### src/sfr_pkg.sv
// ----------------------------------------------------------------------------
// sfr_pkg: shared types and constants for the stream find-and-replace core
// Item formats, the command passed from the front end to the back end, and
// the register map of the configuration port.
// ----------------------------------------------------------------------------
package sfr_pkg;

  // Bytes carried by one command; also the longest replacement.
  localparam int CMD_BYTES = 8;
  localparam int CMD_IDX_W = $clog2(CMD_BYTES);
  // Width of byte counts and length registers.
  localparam int CNT_W     = 4;
  // Longest replacement, in bytes.
  localparam logic [CNT_W-1:0] REPL_MAX = CNT_W'(CMD_BYTES);

  // Command queue between front end and back end.
  localparam int CQ_DEPTH  = 4;
  localparam int CQ_PTR_W  = $clog2(CQ_DEPTH);
  localparam int CQ_CNT_W  = $clog2(CQ_DEPTH + 1);

  // Configuration port.
  localparam int CFG_DATA_W = 64;
  localparam int CFG_ADDR_W = 5;

  typedef enum logic [1:0] {
    REG_SEARCH_PATTERN = 2'd0,
    REG_SEARCH_LENGTH  = 2'd1,
    REG_REPLACEMENT    = 2'd2,
    REG_REPLACE_LENGTH = 2'd3
  } cfg_reg_t;

  // One input item.
  typedef struct packed {
    logic [7:0] in_byte;
    logic       in_last;
  } in_item_t;

  // One result item.
  typedef struct packed {
    logic [7:0] out_byte;
    logic       out_valid;
    logic       out_last;
  } result_t;

  // A run of output bytes decided by the front end. A zero count with the
  // last flag set stands for the empty end marker.
  typedef struct packed {
    logic [8*CMD_BYTES-1:0] data;
    logic [CNT_W-1:0]       count;
    logic                   last;
  } sfr_cmd_t;

endpackage

### src/stream_find_and_replace_core.sv
// ----------------------------------------------------------------------------
// stream_find_and_replace_core: streaming byte find-and-replace
// Path: an item's command is written into the command queue, and its bytes
// then pass one by one through the result register of the back end.
// Throughput: one item per cycle while each item causes at most one result
// and results are popped; the back end sends one result byte per cycle while
// popped, so a multi-byte replacement or flush fills the 4-entry command queue.
// Reset: registers to defaults (search_length 1), window and queues empty.
// ----------------------------------------------------------------------------
module stream_find_and_replace_core import sfr_pkg::*; #(
  parameter int MAX_PATTERN_BYTES = 8
) (
  input  logic                  clk,
  input  logic                  rst,
  // Input items
  input  logic                  push,
  output logic                  full,
  input  in_item_t              item,
  // Result items
  output logic                  empty,
  input  logic                  pop,
  output result_t               result,
  // Configuration port
  input  logic                  psel,
  input  logic                  penable,
  input  logic                  pwrite,
  input  logic [CFG_ADDR_W-1:0] paddr,
  input  logic [CFG_DATA_W-1:0] pwdata,
  output logic [CFG_DATA_W-1:0] prdata,
  output logic                  pready
);

  logic [8*CMD_BYTES-1:0] search_pattern;
  logic [CNT_W-1:0]       search_length;
  logic [8*CMD_BYTES-1:0] replacement;
  logic [CNT_W-1:0]       replace_length;

  cfg_reg_t reg_sel;
  logic     cfg_write;
  logic     accept;
  logic     cmd_push;
  sfr_cmd_t cmd;
  logic     cq_full;
  logic     cq_empty;
  logic     cq_pop;
  sfr_cmd_t cq_head;

  assign pready    = 1'b1;
  assign reg_sel   = cfg_reg_t'(paddr[CFG_ADDR_W-1:3]);
  assign cfg_write = psel && penable && pwrite && pready;
  assign full      = cq_full;
  assign accept    = push && !cq_full;

  // Configuration registers.
  always_ff @(posedge clk) begin
    if (rst) begin
      search_pattern <= '0;
      search_length  <= CNT_W'(1);
      replacement    <= '0;
      replace_length <= '0;
    end else if (cfg_write) begin
      unique case (reg_sel)
        REG_SEARCH_PATTERN: search_pattern <= pwdata;
        REG_SEARCH_LENGTH:  search_length  <= pwdata[CNT_W-1:0];
        REG_REPLACEMENT:    replacement    <= pwdata;
        REG_REPLACE_LENGTH: replace_length <= pwdata[CNT_W-1:0];
        default: ;
      endcase
    end
  end

  // Register read-back.
  always_comb begin
    unique case (reg_sel)
      REG_SEARCH_PATTERN: prdata = search_pattern;
      REG_SEARCH_LENGTH:  prdata = CFG_DATA_W'(search_length);
      REG_REPLACEMENT:    prdata = replacement;
      REG_REPLACE_LENGTH: prdata = CFG_DATA_W'(replace_length);
      default:            prdata = '0;
    endcase
  end

  // Front end: window and classification.
  sfr_front #(
    .MAX_PATTERN_BYTES (MAX_PATTERN_BYTES)
  ) u_front (
    .clk            (clk),
    .rst            (rst),
    .clear          (cfg_write && (reg_sel == REG_SEARCH_LENGTH)),
    .accept         (accept),
    .item           (item),
    .search_pattern (search_pattern),
    .search_length  (search_length),
    .replacement    (replacement),
    .replace_length (replace_length),
    .cmd_push       (cmd_push),
    .cmd            (cmd)
  );

  // Command queue between the two halves.
  sfr_cmd_fifo u_cmd_fifo (
    .clk      (clk),
    .rst      (rst),
    .push     (cmd_push),
    .push_cmd (cmd),
    .pop      (cq_pop),
    .full     (cq_full),
    .empty    (cq_empty),
    .head     (cq_head)
  );

  // Back end: byte output.
  sfr_back u_back (
    .clk      (clk),
    .rst      (rst),
    .cq_empty (cq_empty),
    .cq_head  (cq_head),
    .cq_pop   (cq_pop),
    .pop      (pop),
    .empty    (empty),
    .result   (result)
  );

endmodule

### src/sfr_front.sv
// ----------------------------------------------------------------------------
// sfr_front: window and match classification
// Holds the unresolved bytes, compares the window against the pattern as
// each item arrives, and turns each item that resolves bytes into one command.
// ----------------------------------------------------------------------------
module sfr_front import sfr_pkg::*; #(
  parameter int MAX_PATTERN_BYTES = 8
) (
  input  logic                   clk,
  input  logic                   rst,
  input  logic                   clear,
  input  logic                   accept,
  input  in_item_t               item,
  input  logic [8*CMD_BYTES-1:0] search_pattern,
  input  logic [CNT_W-1:0]       search_length,
  input  logic [8*CMD_BYTES-1:0] replacement,
  input  logic [CNT_W-1:0]       replace_length,
  output logic                   cmd_push,
  output sfr_cmd_t               cmd
);

  localparam int FILL_W = $clog2(MAX_PATTERN_BYTES + 1);
  localparam logic [CNT_W-1:0] MAX_LEN = CNT_W'(MAX_PATTERN_BYTES);

  logic [7:0]        window [MAX_PATTERN_BYTES];
  logic [FILL_W-1:0] fill;
  logic [FILL_W-1:0] fill_next;

  logic [CNT_W-1:0]  slen;
  logic [CNT_W-1:0]  rlen;
  logic [CNT_W-1:0]  fill_ext;
  logic              is_full;
  logic              match;
  logic [7:0]        merged [CMD_BYTES];
  logic [CMD_BYTES-1:0] lane_ok;
  logic [CNT_W-1:0]  count;

  // Effective lengths after clamping.
  always_comb begin
    if (search_length == '0) begin
      slen = CNT_W'(1);
    end else if (search_length > MAX_LEN) begin
      slen = MAX_LEN;
    end else begin
      slen = search_length;
    end
    rlen = (replace_length > REPL_MAX) ? REPL_MAX : replace_length;
  end

  assign fill_ext = CNT_W'(fill);
  assign is_full  = (fill_ext + CNT_W'(1)) == slen;

  // Window with the new byte dropped in at the fill position, compared
  // lane by lane against the pattern.
  for (genvar g = 0; g < CMD_BYTES; g++) begin : g_lane
    if (g < MAX_PATTERN_BYTES) begin : g_used
      assign merged[g]  = (fill_ext == CNT_W'(g)) ? item.in_byte : window[g];
      assign lane_ok[g] = (CNT_W'(g) >= slen) ||
                          (merged[g] == search_pattern[8*g +: 8]);
    end else begin : g_unused
      assign merged[g]  = 8'h00;
      assign lane_ok[g] = 1'b1;
    end
  end

  assign match = is_full && (&lane_ok);

  // Window storage: shift out the oldest byte when full, else keep the merge.
  for (genvar g = 0; g < MAX_PATTERN_BYTES; g++) begin : g_win
    always_ff @(posedge clk) begin
      if (accept) begin
        if (is_full && (g < MAX_PATTERN_BYTES - 1)) begin
          window[g] <= merged[(g < MAX_PATTERN_BYTES - 1) ? g + 1 : g];
        end else begin
          window[g] <= merged[g];
        end
      end
    end
  end

  // Fill count.
  always_comb begin
    fill_next = fill;
    if (clear) begin
      fill_next = '0;
    end else if (accept) begin
      if (item.in_last || match) begin
        fill_next = '0;
      end else if (!is_full) begin
        fill_next = FILL_W'(fill_ext + CNT_W'(1));
      end
    end
  end

  always_ff @(posedge clk) begin
    if (rst) begin
      fill <= '0;
    end else begin
      fill <= fill_next;
    end
  end

  // Command: the replacement on a match, otherwise a run of window bytes.
  always_comb begin
    if (match) begin
      count = rlen;
    end else if (is_full) begin
      count = item.in_last ? slen : CNT_W'(1);
    end else begin
      count = item.in_last ? (fill_ext + CNT_W'(1)) : '0;
    end
  end

  always_comb begin
    cmd.count = count;
    cmd.last  = item.in_last;
    for (int i = 0; i < CMD_BYTES; i++) begin
      cmd.data[8*i +: 8] = match ? replacement[8*i +: 8] : merged[i];
    end
  end

  assign cmd_push = accept && ((count != '0) || item.in_last);

  // Between items the window never holds a full pattern.
  a_fill_below_len: assert property (@(posedge clk) disable iff (rst)
    fill_ext < slen)
    else $error("window fill reached the search length");

  // A command with nothing to send is only issued as the end marker.
  a_empty_cmd_is_last: assert property (@(posedge clk) disable iff (rst)
    (cmd_push && (cmd.count == '0)) |-> cmd.last)
    else $error("empty command issued without last");

endmodule

### src/sfr_cmd_fifo.sv
// ----------------------------------------------------------------------------
// sfr_cmd_fifo: command queue
// A short queue that decouples classification from byte output.
// ----------------------------------------------------------------------------
module sfr_cmd_fifo import sfr_pkg::*; (
  input  logic     clk,
  input  logic     rst,
  input  logic     push,
  input  sfr_cmd_t push_cmd,
  input  logic     pop,
  output logic     full,
  output logic     empty,
  output sfr_cmd_t head
);

  sfr_cmd_t              entries [CQ_DEPTH];
  logic [CQ_PTR_W-1:0]   wr_ptr;
  logic [CQ_PTR_W-1:0]   rd_ptr;
  logic [CQ_CNT_W-1:0]   count;
  logic [CQ_CNT_W-1:0]   count_next;

  assign full  = count == CQ_CNT_W'(CQ_DEPTH);
  assign empty = count == '0;
  assign head  = entries[rd_ptr];

  // Entry storage.
  always_ff @(posedge clk) begin
    if (push) begin
      entries[wr_ptr] <= push_cmd;
    end
  end

  // Occupancy tracking.
  always_comb begin
    count_next = count;
    if (push && !pop) begin
      count_next = count + CQ_CNT_W'(1);
    end else if (pop && !push) begin
      count_next = count - CQ_CNT_W'(1);
    end
  end

  always_ff @(posedge clk) begin
    if (rst) begin
      wr_ptr <= '0;
      rd_ptr <= '0;
      count  <= '0;
    end else begin
      if (push) begin
        wr_ptr <= wr_ptr + CQ_PTR_W'(1);
      end
      if (pop) begin
        rd_ptr <= rd_ptr + CQ_PTR_W'(1);
      end
      count <= count_next;
    end
  end

  // The queue neither overflows nor underflows.
  a_no_overrun: assert property (@(posedge clk) disable iff (rst)
    (push && full && !pop) == 1'b0 && (pop && empty) == 1'b0)
    else $error("command queue overrun or underrun");

endmodule

### src/sfr_back.sv
// ----------------------------------------------------------------------------
// sfr_back: byte output sequencer
// Walks queued commands one byte per cycle into a result register, bar stalls.
// ----------------------------------------------------------------------------
module sfr_back import sfr_pkg::*; (
  input  logic     clk,
  input  logic     rst,
  input  logic     cq_empty,
  input  sfr_cmd_t cq_head,
  output logic     cq_pop,
  input  logic     pop,
  output logic     empty,
  output result_t  result
);

  logic [CMD_IDX_W-1:0] idx;
  logic                 out_full;
  result_t              out_q;
  logic                 advance;
  logic                 take;
  logic                 done;
  logic                 is_marker;

  // The result register moves on when empty or when its item is taken.
  assign advance   = !out_full || pop;
  assign take      = advance && !cq_empty;
  assign is_marker = cq_head.count == '0;
  assign done      = is_marker || ({1'b0, idx} == (cq_head.count - CNT_W'(1)));
  assign cq_pop    = take && done;

  assign empty  = !out_full;
  assign result = out_q;

  // Byte index within the current command.
  always_ff @(posedge clk) begin
    if (rst) begin
      idx      <= '0;
      out_full <= 1'b0;
    end else begin
      if (take) begin
        idx <= done ? '0 : idx + CMD_IDX_W'(1);
      end
      if (advance) begin
        out_full <= !cq_empty;
      end
    end
  end

  // Result register payload.
  always_ff @(posedge clk) begin
    if (take) begin
      out_q.out_byte  <= is_marker ? 8'h00 : cq_head.data[8*idx +: 8];
      out_q.out_valid <= !is_marker;
      out_q.out_last  <= cq_head.last && done;
    end
  end

  // An end marker always closes its string.
  a_marker_is_last: assert property (@(posedge clk) disable iff (rst)
    (out_full && !out_q.out_valid) |-> out_q.out_last)
    else $error("end marker without last");

endmodule
### config.mk
export PLATFORM = sky130hd
export DESIGN_NAME = stream_find_and_replace_core
export DESIGN_NICKNAME = d
export VERILOG_FILES = /design/src/sfr_pkg.sv /design/src/stream_find_and_replace_core.sv /design/src/sfr_front.sv /design/src/sfr_cmd_fifo.sv /design/src/sfr_back.sv
export SDC_FILE = /design/constraint.sdc
export NUM_CORES = 1
export LEC_CHECK = 0
export ABC_CLOCK_PERIOD_IN_PS = 10500
export BUFFER_PORTS_ARGS = -buffer_cell sky130_fd_sc_hd__buf_2
export CORE_MARGIN = 2
export CORE_UTILIZATION = 55
export CTS_CLUSTER_DIAMETER = 40
export DETAILED_ROUTE_END_ITERATION = 6
export MAX_ROUTING_LAYER = met4
export PLACE_DENSITY = 0.82
export SYNTH_ARGS = -nofsm -noshare
export SYNTH_HDL_FRONTEND = slang
export SYNTH_HIERARCHICAL = 1
export SYNTH_SLANG_ARGS = --single-unit
### constraint.sdc
create_clock -name clk -period 10.5 [get_ports clk]
set_input_delay 1.05 -clock clk [delete_from_list [all_inputs] [get_ports clk]]
set_output_delay 1.05 -clock clk [all_outputs]
set_load 0.01 [all_outputs]
==> results of run 1 <==
==> kinds of logic after synthesis <==
family,count (synthesis),share of synthesized area [%]
AOI/OAI and AO/OA,356,8.44
other,1,0.0154
buffers and inverters,195,3.77
adders and majority gates,12,0.648
xor gates and xnor gates,68,2.48
DFF,503,55.8
and+or+nand+nor,614,12.5
muxes,281,16.3
==> how the worst min path moves through the flow <==
stage / start / to / slack [ns] / cells past startpoint
floorplan: search_length[1] / search_length[1] / 0.46 / 2
global placement: search_pattern[56] / search_pattern[56] / 0.48 / 2
detailed placement: replace_length[1] / replace_length[1] / 0.50 / 2
CTS: search_pattern[1] / search_pattern[1] / 0.51 / 2
global route: search_pattern[1] / search_pattern[1] / 0.54 / 2
finish: search_pattern[1] / search_pattern[1] / 0.51 / 2
==> power by group through the flow <==
| stage | Clock [uW] | Combinational [uW] | Sequential (uW) |
|---|---|---|---|
| after global routing | 2230 | 1290 | 2650 |
| after floorplan | 0 | 886 | 2590 |
| final | 2130 | 1210 | 2630 |
| after detailed placement | 0 | 1180 | 2660 |
| after global placement | 0 | 1140 | 2640 |
| after CTS | 2150 | 1200 | 2630 |
==> worst min-delay path, cell delays in order (launching register included) <==
cell and delay (ns):
dfxtp_1 0.33, nand2b_1 0.08, mux2i_1 0.06
==> metrics by stage <==
stage	instance area, um2	std cells
after floorplan	24300	2030
final	27400	2773
after CTS	27400	2771
after global routing	27400	2771
after detailed placement	25300	2657
after global placement	25300	2657
==> cell usage in the layout (no fill, tap or decap), drive strengths merged, types with 4 or more instances in the layout <==
cell type	n
or3	8
ha	11
mux2i	179
a222oi	5
a21oi	86
nor3	7
clkinv	17
clkbuf	87
o21ai	142
nand3b	4
xnor2	27
dfxtp	153
nand2b	147
or4	4
bufinv	4
mux2	13
nor3b	5
xor2	41
nor2b	67
nand4	10
a31oi	22
edfxtp	350
nand3	11
nor4	4
nor2	280
mux4	89
nand2	53
inv	58
a221oi	9
o22ai	64
buf	177
and2	10
==> layer usage <==
metal / share of wire, % / vias up / track usage, %
met4: 3.0 / 0 / 9.65
li1: - / 7629 / -
met2: 48 / 967 / 45.8
met1: 39 / 8395 / 38.1
met3: 9.7 / 150 / 5.36
met5: 0 / - / -
==> layout make-up <==
| class | instances | area [um2] | share of cell area, % |
|---|---|---|---|
| inverter | 53 | 199 | 0.725 |
| sequential | 503 | 13600 | 49.5 |
| clock inverter | 27 | 283 | 1.03 |
| multi-input combinational | 1332 | 9870 | 36.0 |
| timing repair buffer | 177 | 947 | 3.45 |
| tap | 592 | 741 | 2.70 |
| antenna | 2 | 5.00 | 0.0182 |
| clock buffer | 87 | 1810 | 6.60 |
==> flip-flops by register name (all words and copies together) (netlist names), named ones only <==
| signal | count |
|---|---|
| u_back/idx | 3 |
| search_length | 4 |
| u_cmd_fifo/count | 3 |
| search_pattern | 64 |
| u_cmd_fifo/wr_ptr | 2 |
| u_cmd_fifo/entries | 276 |
| u_back/out_full | 1 |
| replace_length | 4 |
| u_cmd_fifo/rd_ptr | 2 |
| u_back/result | 10 |
| replacement | 64 |
| u_front/fill | 4 |
| u_front/window | 64 |
==> summary.txt, run 1 <==
Yosys
  – Syn Nets: 2127
  – Synth top area share: 43.2%
  – Syn Area/Cell: 12.0 um2
  – Ys Warns: 6
  – Synth Cell Area: between 20000 and 25000 um2
  – Top-count cell post-synth: edfxtp_1
  – Most instantiated cells after synthesis: 350 x edfxtp_1, 280 x nor2_1, 178 x mux2i_1, 153 x dfxtp_1, 147 x nand2b_1
  – Post-Syn Instances: 2030
  – FFs w/ async S/R, synth: 0%
  – Cell taking the most area after synthesis: edfxtp_1
  – Sequential share of the synthesized area: between 50% and 60%
  – Main synth FF type: edfxtp_1
  – Yosys cell types: 72
  – Post-synth EDFFs: 350
  – #FFs+latches synth: 503
  – Top cells by area, synth: edfxtp_1 43%, dfxtp_1 13%, mux4_2 8.0%, mux2i_1 7.3%, nor2_1 4.3%

Clocking
  – Post-cts resize count: 0
  – Skew-Pair Late Insertion Delay: 0.62 ns
  – Hold buffers post-CTS: 0
  – Num Clock Sinks: ~500
  – CTS root buf: clkbuf_16
  – CTS H-Tree Depth: 2
  – Cts bufs inserted: 60
  – Longest Clk Path Bufs: 3
  – Post-CTS setup buffers: 0
  – TritonCTS clock tree: yes
  – CTS clk-pin slew, worst paths: 0.06 ns

Run
  – MaxCap Viol Count: 0

Routing
  – Total number of vias: ~17k
  – Drt via density: 6.18
  – TritonRoute pass-1 iters: 6
  – DRT iter0 DRCs: 2383
  – Post-route ant nets: 0
  – Routed wire length: 65200 um
  – # DRC: 0
  – Mean routed wirelength per cell: 23.5 um

Power
  – Net Sw Power: 1690 uW
  – Clk pwr share: a little over a third
  – Internal power: 4280 uW
  – Logic pwr share: 20.2%
  – Worst vdd ir: 0.148 mV
  – Switch share: roughly 28%
  – Final Power: about 6000 uW
  – Leakage: 0.0102 uW
  – Pwr dens: 218 nW/um2
  – Seq pwr share: 44.1%

Global route
  – Total grt overflow: 0
  – Initial antenna violation count: 0
  – GRT Util Overall: 29.0%
  – Vias in the first global route: 17.2k
  – Global-route wire length before repair: about 100000 um
  – Pin count of the biggest net entering global routing: 128

Worst setup path
  – Worst Reg-to-Reg Cells: 13
  – Setup Crit Path Kind: flip-flop to flip-flop
  – Largest delay contributor family on the critical path: simple AND/OR/NAND/NOR gates
  – CP Capture Type: flip-flop
  – Worst path required time: 10.80 ns
  – CP Launch Type: flip-flop
  – Crit path depth: 13
  – R2r setup slk: between 4 and 5 ns
  – Slowest CP cell: nand4_4
  – CP Cell Sequence: inv_1 > ha_1 > nor3b_2 > mux2i_1 > xnor2_1 > a311o_1 > or3_1 > a221oi_1 > nand4_4 > o21bai_1 > a21boi_1 > and2_2 > buf_4
  – WP data arrival: 6.70 ns
  – Buf/Inv on CP: 2
  – RR Endpoint: u_cmd_fifo/entries[3][9]
  – CP max FO: 72
  – Crit-path max cell delay: 0.87 ns
  – Reg2reg start: u_front/fill[0]
  – Crit path capture: u_cmd_fifo/entries[3][9]
  – CP Launch Point: u_front/fill[0]

STA
  – Post-route clock period utilization: 61.0%
  – Max Freq: 156 MHz
  – Final Hold Viols: 0
  – Final min period: 6.40 ns
  – Slew margin rel.: between 20% and 30%
  – Setup-failing EPs final: 0
  – Final slew viol count: 0
  – WHS: between 0.5 and 0.6 ns
  – Unrepaired setup endpoints after global routing: false
  – Measured slew at the worst slew-check pin: 1.15 ns
  – Setup TNS: 0 ns
  – Setup WS post-layout: 4.10 ns
  – Clock Skews: approximately 0.023 ns

Cells and area
  – Layout area overhead: 12.7%
  – Final Util: 62.4%
  – Proportion of layout cells with a drive suffix above 1: 18.0%
  – Nets: 2224
  – Fillers: 3304

Worst hold path
  – Tightest Hold Check Type: flip-flop to flip-flop

Floorplan
  – Core area: 43900 um2
  – Starting Density: 55.4%
  – FP Rows: between 70 and 80
  – Die Ht: approximately 210 um
  – Horiz. Die Dim: 214 um
  – Ports: 162
  – Die area: 45900 um2

Place
  – Count of input and output buffers: 157
  – GP Congestion: 0.938
  – Post-detailed-placement half-perimeter wirelength: 41300 um
  – Place WS: around 4 ns

Status
  – Outcome: finished clean
Power figures use the tool's default switching activity.
==> inputs of run 2 (changes only) <==
ABC_CLOCK_PERIOD_IN_PS = 5150   (was 10500)
PLACE_DENSITY = 0.85   (was 0.82)
clock period = 5.15 ns   (was 10.5 ns; I/O delays follow)
==> run 2 against run 1 <==
Compared with the run above: the run now ends with design-rule violations left; via count rose by 3.7%; first-iteration DRC count up 6.0%; core utilization is 0.65 points higher; global-route usage up 0.91 points; total power up 110%; non-clock buffer count grew 23; register-to-register slack lost 3.7 ns; count of clock-buffer cells in the layout is 1 lower; final cell count rose by 1.0%; clock power rose by 110%; setup slack worse by 3.7 ns; critical path depth grew 2.
==> summary.txt, run 2 (synthesis results as in run 1) <==
Routing
  – DRT iter0 DRCs: 2526 (+6.0%)
  – # DRC: 6 (+6)
  – TritonRoute pass-1 iters: 7 (+1)
  – Total number of vias: 17.8k (+3.7%)
  – Post-route ant nets: 0 (unchanged)
  – Routed wire length: 67400 um (+3.4%)
  – Mean routed wirelength per cell: 24.1 um (+2.4%)
  – Drt via density: 6.34 (+2.6%)

Power
  – Final Power: 12300 uW (+110%)
  – Switch share: 29.0% (+0.70 points)
  – Worst vdd ir: 0.270 mV (+82%)
  – Internal power: 8760 uW (+100%)
  – Leakage: 0.0103 uW (+1.5%)
  – Logic pwr share: 20.3% (about the same)
  – Seq pwr share: 43.4% (-0.7 points)
  – Pwr dens: 445 nW/um2 (+100%)
  – Net Sw Power: 3580 uW (+110%)
  – Clk pwr share: 36.3% (+0.6 points)

Worst setup path
  – CP Launch Point: u_front/fill[0]
  – Reg2reg start: u_front/fill[0]
  – Worst Reg-to-Reg Cells: 15 (+2)
  – Slowest CP cell: a2111oi_0
  – Largest delay contributor family on the critical path: compound AO/OA/AOI/OAI gates
  – CP Cell Sequence: inv_1 > ha_1 > and2_1 > mux2i_1 > xor2_1 > nand4_1 > a2111oi_0 > nand4_4 > o21bai_1 > a21boi_1 > ha_1 > inv_1 > fa_1 > mux2i_1 > nor2_1
  – CP Launch Type: flip-flop
  – WP data arrival: 5.18 ns (-1.52 ns)
  – Buf/Inv on CP: 2 (unchanged)
  – CP Capture Type: flip-flop
  – Crit-path max cell delay: 0.84 ns (-0.03 ns)
  – Crit path depth: 15 (+2)
  – CP max FO: 12 (-83%)
  – Setup Crit Path Kind: flip-flop to flip-flop
  – Worst path required time: 5.58 ns (-5.22 ns)

STA
  – Max Freq: 210 MHz (+35%)
  – Setup-failing EPs final: 0 (unchanged)
  – Post-route clock period utilization: 92.3% (+31 points)
  – Slew margin rel.: 28.9% (+5.9 points)
  – Clock Skews: 0.0302 ns (+0.00747 ns)
  – Final min period: 4.75 ns (-1.65 ns)
  – Unrepaired setup endpoints after global routing: false
  – Measured slew at the worst slew-check pin: 1.07 ns (-0.0882 ns)
  – Setup WS post-layout: 0.396 ns (-3.70 ns)
  – Final slew viol count: 0 (unchanged)
  – Final Hold Viols: 0 (unchanged)
  – Setup TNS: 0 ns (unchanged)

Status
  – Failing checks: design-rule violations
  – Outcome: complete, but fails checks

Floorplan
  – FP Rows: 77 (unchanged)
  – Horiz. Die Dim: 214 um (unchanged)
  – Ports: 162 (unchanged)
  – Die area: 45900 um2 (unchanged)
  – Core area: 43900 um2 (unchanged)
  – Die Ht: 214 um (unchanged)
  – Starting Density: 55.4% (unchanged)

Global route
  – Global-route wire length before repair: 103000 um (+2.7%)
  – Initial antenna violation count: 3 (+3)
  – Total grt overflow: 0 (unchanged)
  – Vias in the first global route: 17.3k (+0.28%)
  – Pin count of the biggest net entering global routing: 148 (+16%)
  – GRT Util Overall: 29.9% (+0.91 points)

Clocking
  – CTS root buf: clkbuf_16
  – Hold buffers post-CTS: 0 (unchanged)
  – Post-CTS setup buffers: 0 (unchanged)
  – TritonCTS clock tree: yes
  – Num Clock Sinks: 503 (unchanged)
  – CTS clk-pin slew, worst paths: 0.06 ns (about the same)
  – CTS H-Tree Depth: 3 (+1)
  – Skew-Pair Late Insertion Delay: 0.60 ns (-0.02 ns)
  – Longest Clk Path Bufs: 3 (unchanged)
  – Cts bufs inserted: 66 (+10%)

Cells and area
  – Top reg by flops: u_cmd_fifo/entries
  – Nets: 2253 (+1.3%)
  – Proportion of layout cells with a drive suffix above 1: 19.1% (+1.1 points)
  – Fillers: 3238 (-2.0%)
  – Fin cells: 2801 (+1.0%)
  – Final Util: 63.1% (+0.65 points)
  – Leading cell type in the layout, fill and taps excluded: edfxtp_1
  – Max FFs per register: 276 (unchanged)
  – Layout area overhead: 13.9%
  – Most frequent cells in the layout: 350 x edfxtp_1, 280 x nor2_1, 178 x mux2i_1

Place
  – DP Cell Count: 2680 (+0.87%)
  – Place WS: 0.451 ns (-3.63 ns)
  – GP Congestion: 0.946 (+0.86%)
  – Count of input and output buffers: 157 (unchanged)
  – Post-detailed-placement half-perimeter wirelength: 43000 um (+4.0%)

Worst hold path
  – Hold depth: 3 (+1)
  – Tightest Hold Check Type: primary input to flip-flop
  – Hold path startpoint: pwdata[33]

Run
  – MaxCap Viol Count: 0 (unchanged)
run 2: changes by cell type in the layout (fill, tap and decap cells not counted), moves of 2 or more:
cell | before | now
buf_12 | 0 | 3
buf_4 | 22 | 42
bufinv_16 | 4 | 2
clkbuf_16 | 66 | 70
clkbuf_8 | 8 | 3
clkinv_2 | 8 | 4
clkinv_4 | 4 | 7
inv_6 | 4 | 10
inv_8 | 1 | 3
run 2: power groups by stage:
stage	clock [uW]	sequential (uW)	combinational (uW)
3_5_place_dp	0	5420	2440
2_1_floorplan	0	5290	1810
6_report	4480	5350	2500
4_1_cts	4520	5350	2480
3_3_place_gp	0	5380	2330
5_1_grt	4670	5400	2660
run 2: per-layer routing:
metal	share of wire [%]	track usage, %
met3	11	5.01
met4	4.1	12.7
met1	38	39.3
met2	47	46.4
met5	0	-
run 2: through the flow:
step	hold WS [ns]	area [um2]
2_1_floorplan	0.459	24300
3_3_place_gp	0.487	25500
3_5_place_dp	0.498	25500
4_1_cts	0.185	27700
5_1_grt	0.226	27700
6_report	0.200	27700
run 2: cell type report:
cell class                 count  area, um2  area share [%]
antenna                        3       7.51          0.0271
sequential                   503      13600            49.0
clock buffer                  86       1840            6.65
inverter                      53        199           0.718
timing repair buffer         200       1160            4.18
multi-input combinational   1332       9870            35.6
tap                          592        741            2.67
clock inverter                32        318            1.15
run 2: worst paths after layout:
| kind | endpoint | slack, ns |
|---|---|---|
| worst max-delay path | u_cmd_fifo/count[1] | 0.40 |
| worst min register to register | search_pattern[56] | 0.50 |
| worst min-delay path | replacement[33] | 0.20 |
| worst max register to register | u_cmd_fifo/count[1] | 0.40 |
run 2: tightest hold or removal path, stage by stage:
cell and delay (ns):
buf_2 0.09, nand2b_1 0.07, o21ai_1 0.07
run 2: what timing repair did:
item | in CTS | in global routing
endpoints found under the setup margin | 0 | 1
hold endpoints to repair | 0 | 0
gates resized for setup | 0 | 1
